### config.mk
export PLATFORM = sky130hd
export DESIGN_NAME = pls_cell
export DESIGN_NICKNAME = d
export VERILOG_FILES = /design/src/design/pls_pkg.sv /design/src/design/pls_cell.sv
export SDC_FILE = /design/constraint.sdc
export NUM_CORES = 1
export LEC_CHECK = 0
export ABC_AREA = 1
export BUFFER_PORTS_ARGS = -buffer_cell sky130_fd_sc_hd__buf_2
export CORE_UTILIZATION = 41
export CTS_BUF_LIST = sky130_fd_sc_hd__clkbuf_2
export CTS_CLUSTER_DIAMETER = 120
export DETAILED_ROUTE_END_ITERATION = 7
export PLACE_DENSITY = 0.85
export SLEW_MARGIN = 20
export SYNTH_ARGS = -nofsm -noshare
export SYNTH_HDL_FRONTEND = slang
export SYNTH_SLANG_ARGS = --single-unit
### constraint.sdc
create_clock -name clk_i -period 4 [get_ports clk_i]
set_input_delay 0.2 -clock clk_i [delete_from_list [all_inputs] [get_ports clk_i]]
set_output_delay 0.2 -clock clk_i [all_outputs]
set_load 0.005 [all_outputs]
### src/design/pls_pkg.sv
package pls_pkg;

  localparam int CapacityDef = 64;
  localparam int DataW       = 32;
  localparam int PosW        = 6;
  localparam int ReqW        = 2;
  localparam int StatW       = 2;
  localparam int CmpW        = 9;

  localparam logic [ReqW-1:0] ReqGet    = 2'd0;
  localparam logic [ReqW-1:0] ReqInsert = 2'd1;
  localparam logic [ReqW-1:0] ReqRemove = 2'd2;

  localparam logic [StatW-1:0] StOk    = 2'd0;
  localparam logic [StatW-1:0] StRange = 2'd1;
  localparam logic [StatW-1:0] StFull  = 2'd2;

  typedef struct packed {
    logic             ins;
    logic             rem;
    logic [PosW-1:0]  pos;
    logic [DataW-1:0] value;
  } cmd_t;

endpackage

### src/design/pls_cell.sv
module pls_cell #(
  parameter int Index = 0
) (
  input  logic                     clk_i,
  input  pls_pkg::cmd_t            cmd_i,
  input  logic [pls_pkg::DataW-1:0] left_i,
  input  logic [pls_pkg::DataW-1:0] right_i,
  output logic [pls_pkg::DataW-1:0] entry_o
);

  localparam logic [pls_pkg::CmpW-1:0] Me = pls_pkg::CmpW'(Index);

  logic [pls_pkg::DataW-1:0] entry_q, entry_d;
  logic [pls_pkg::CmpW-1:0]  pos;

  assign pos = pls_pkg::CmpW'(cmd_i.pos);

  always_comb begin
    entry_d = entry_q;
    if (cmd_i.ins) begin
      if (Me > pos) begin
        entry_d = left_i;
      end else if (Me == pos) begin
        entry_d = cmd_i.value;
      end
    end else if (cmd_i.rem) begin
      if (Me >= pos) begin
        entry_d = right_i;
      end
    end
  end

  always_ff @(posedge clk_i) begin
    entry_q <= entry_d;
  end

  assign entry_o = entry_q;

endmodule

==> reports/metrics.yaml <==
status: "finished clean"
dp_slack_ns: 1.60
core_area_mm2: 0.00342
postCtsHoldBufs: 0
largest_reg_flops: 32
grt_max_degree: 34
synth-seq-cells: 32
start_util_pct: 43.6
crit_required_ns: 4.05
yosys.cell_types.count: 9
overflow: 0
mostFrequentLayoutCell: "buf_2"
rsz0062_at_grt: "false"
syn-cell-area_mm2: 0.00149
dr.pass1.iters: 4
layout_common_cells: "104 x buf_2, 86 x nand2_1, 32 x edfxtp_1"
grt_pass1_wl_mm: 5.11
min_path_type: "primary input to register"
fin_crit_sh_pct: 49.5
cp-end-kind: "register"
port_buffers: 104
via_per_inst: 4.42
cts-htree-levels: 2
die_y_um: 62.3
tns_ns: 0
grtUsageTotal_pct: 17.4
drtIter0Drc: 18
final_area_mm2: 0.00202
dp_hpwl_mm: 2.37
maxSlewHeadroom_pct: 52.0
final_hold_viol_count: 0
post_cts_buffers: 0
drive_gt1_share_pct: 50.8
cts_tree: "done"
drv_cap: 0
fin_util_pct: 59.2
syn_area_per_cell_um2: 10.3
postRouteAntennaNets: 0
vias: 1307
worstPathMaxFanout: 33
grt_antenna_before_repair: 0
synthToLayoutAreaGrowth_pct: 35.7
dp.cells: 288
period_needed_ns: 1.98
cts_resized: 0
routed_wirelength_mm: 3.19
stdcell_count: 296
hold_ws_ns: 0.101
synth_nets: 249
final_nets: 354
wl_per_cell_um: 10.8
fin_total_pwr_mw: 0.596
ios: 137
ys_warn_count: 0
clk_pin_slew_ns: 0.15
n_antenna_cell: 0
tightest_slew_ns: 0.719
placed_cell_area_mm2: 0.00198
clockBufferDepth: 2
path_class: "primary input to register"
p_leak_nw: 1.02
syn-instance-count: 144
rows: 21
max_freq_mhz: 505
drc: 0
slew_violations: 0
setup_slack_ns: 2.02
arrival_ns: 2.03
grt_pass1_vias: 1240
p_per_area_mw_per_mm2: 295
critPathLaunchType: "primary input"
die_w_um: 62.3
peakVddDrop_v: 0.000142
place.gp.congestion: 0.691
yosysSeqAreaShare_pct: 64.5
setup_viol: 0
cts_sinks: 32
root_buffer: "clkbuf_2"
cts_buffers: 5
die-area_mm2: 0.00388
## Yosys cell counts (all sizes together)
cell    instances  share of area (%)
nand2          99                 27
buf             4                3.6
nor2            4                1.0
clkbuf          3                2.8
inv             2                1.0
edfxtp         32                 64
## area by class of cell
class	count	area [um2]
Clock buffer	5	25.0
Clock inverter	3	13.8
Fill cell	323	1390
Inverter	2	15.0
Multi-Input combinational cell	103	422
Sequential cell	32	961
Tap cell	46	57.6
Timing Repair Buffer	105	528
## kinds of logic after synthesis
group	Yosys count	share of synthesized area, %
buffers and inverters	9	7.39
flip-flops	32	64.5
AND/OR/NAND/NOR	103	28.1
## routing by layer
metal	global-route usage, %	vias up	part of all wire (%)
li1	-	668	-
met2	32.6	60	53
met5	0	-	0
met4	8.72	0	2.1
met1	16.7	570	38
met3	6.07	9	7.3
## worst paths after layout
kind               startpoint          end  slack [ns]  cells past startpoint
hold / removal    right_i[27]  entry_o[27]        0.10                      3
setup / recovery    cmd_i[39]  entry_o[25]        2.02                      6
## worst max-delay path, stage by stage
cell and delay (ns):
buf_2 0.50, inv_8 0.21, nand2_1 0.10, nand2_1 0.06, nor2_2 0.55, buf_4 0.39
## power by group
| part | internal, mW | leakage (nW) | total (mW) | switching (mW) |
|---|---|---|---|---|
| Combinational | 0.0400 | 0.715 | 0.0792 | 0.0393 |
| Clock | 0.0392 | 0.0302 | 0.142 | 0.103 |
| Sequential | 0.375 | 0.279 | 0.375 | 0.000666 |
No activity file was read; power rests on OpenSTA's default activity.
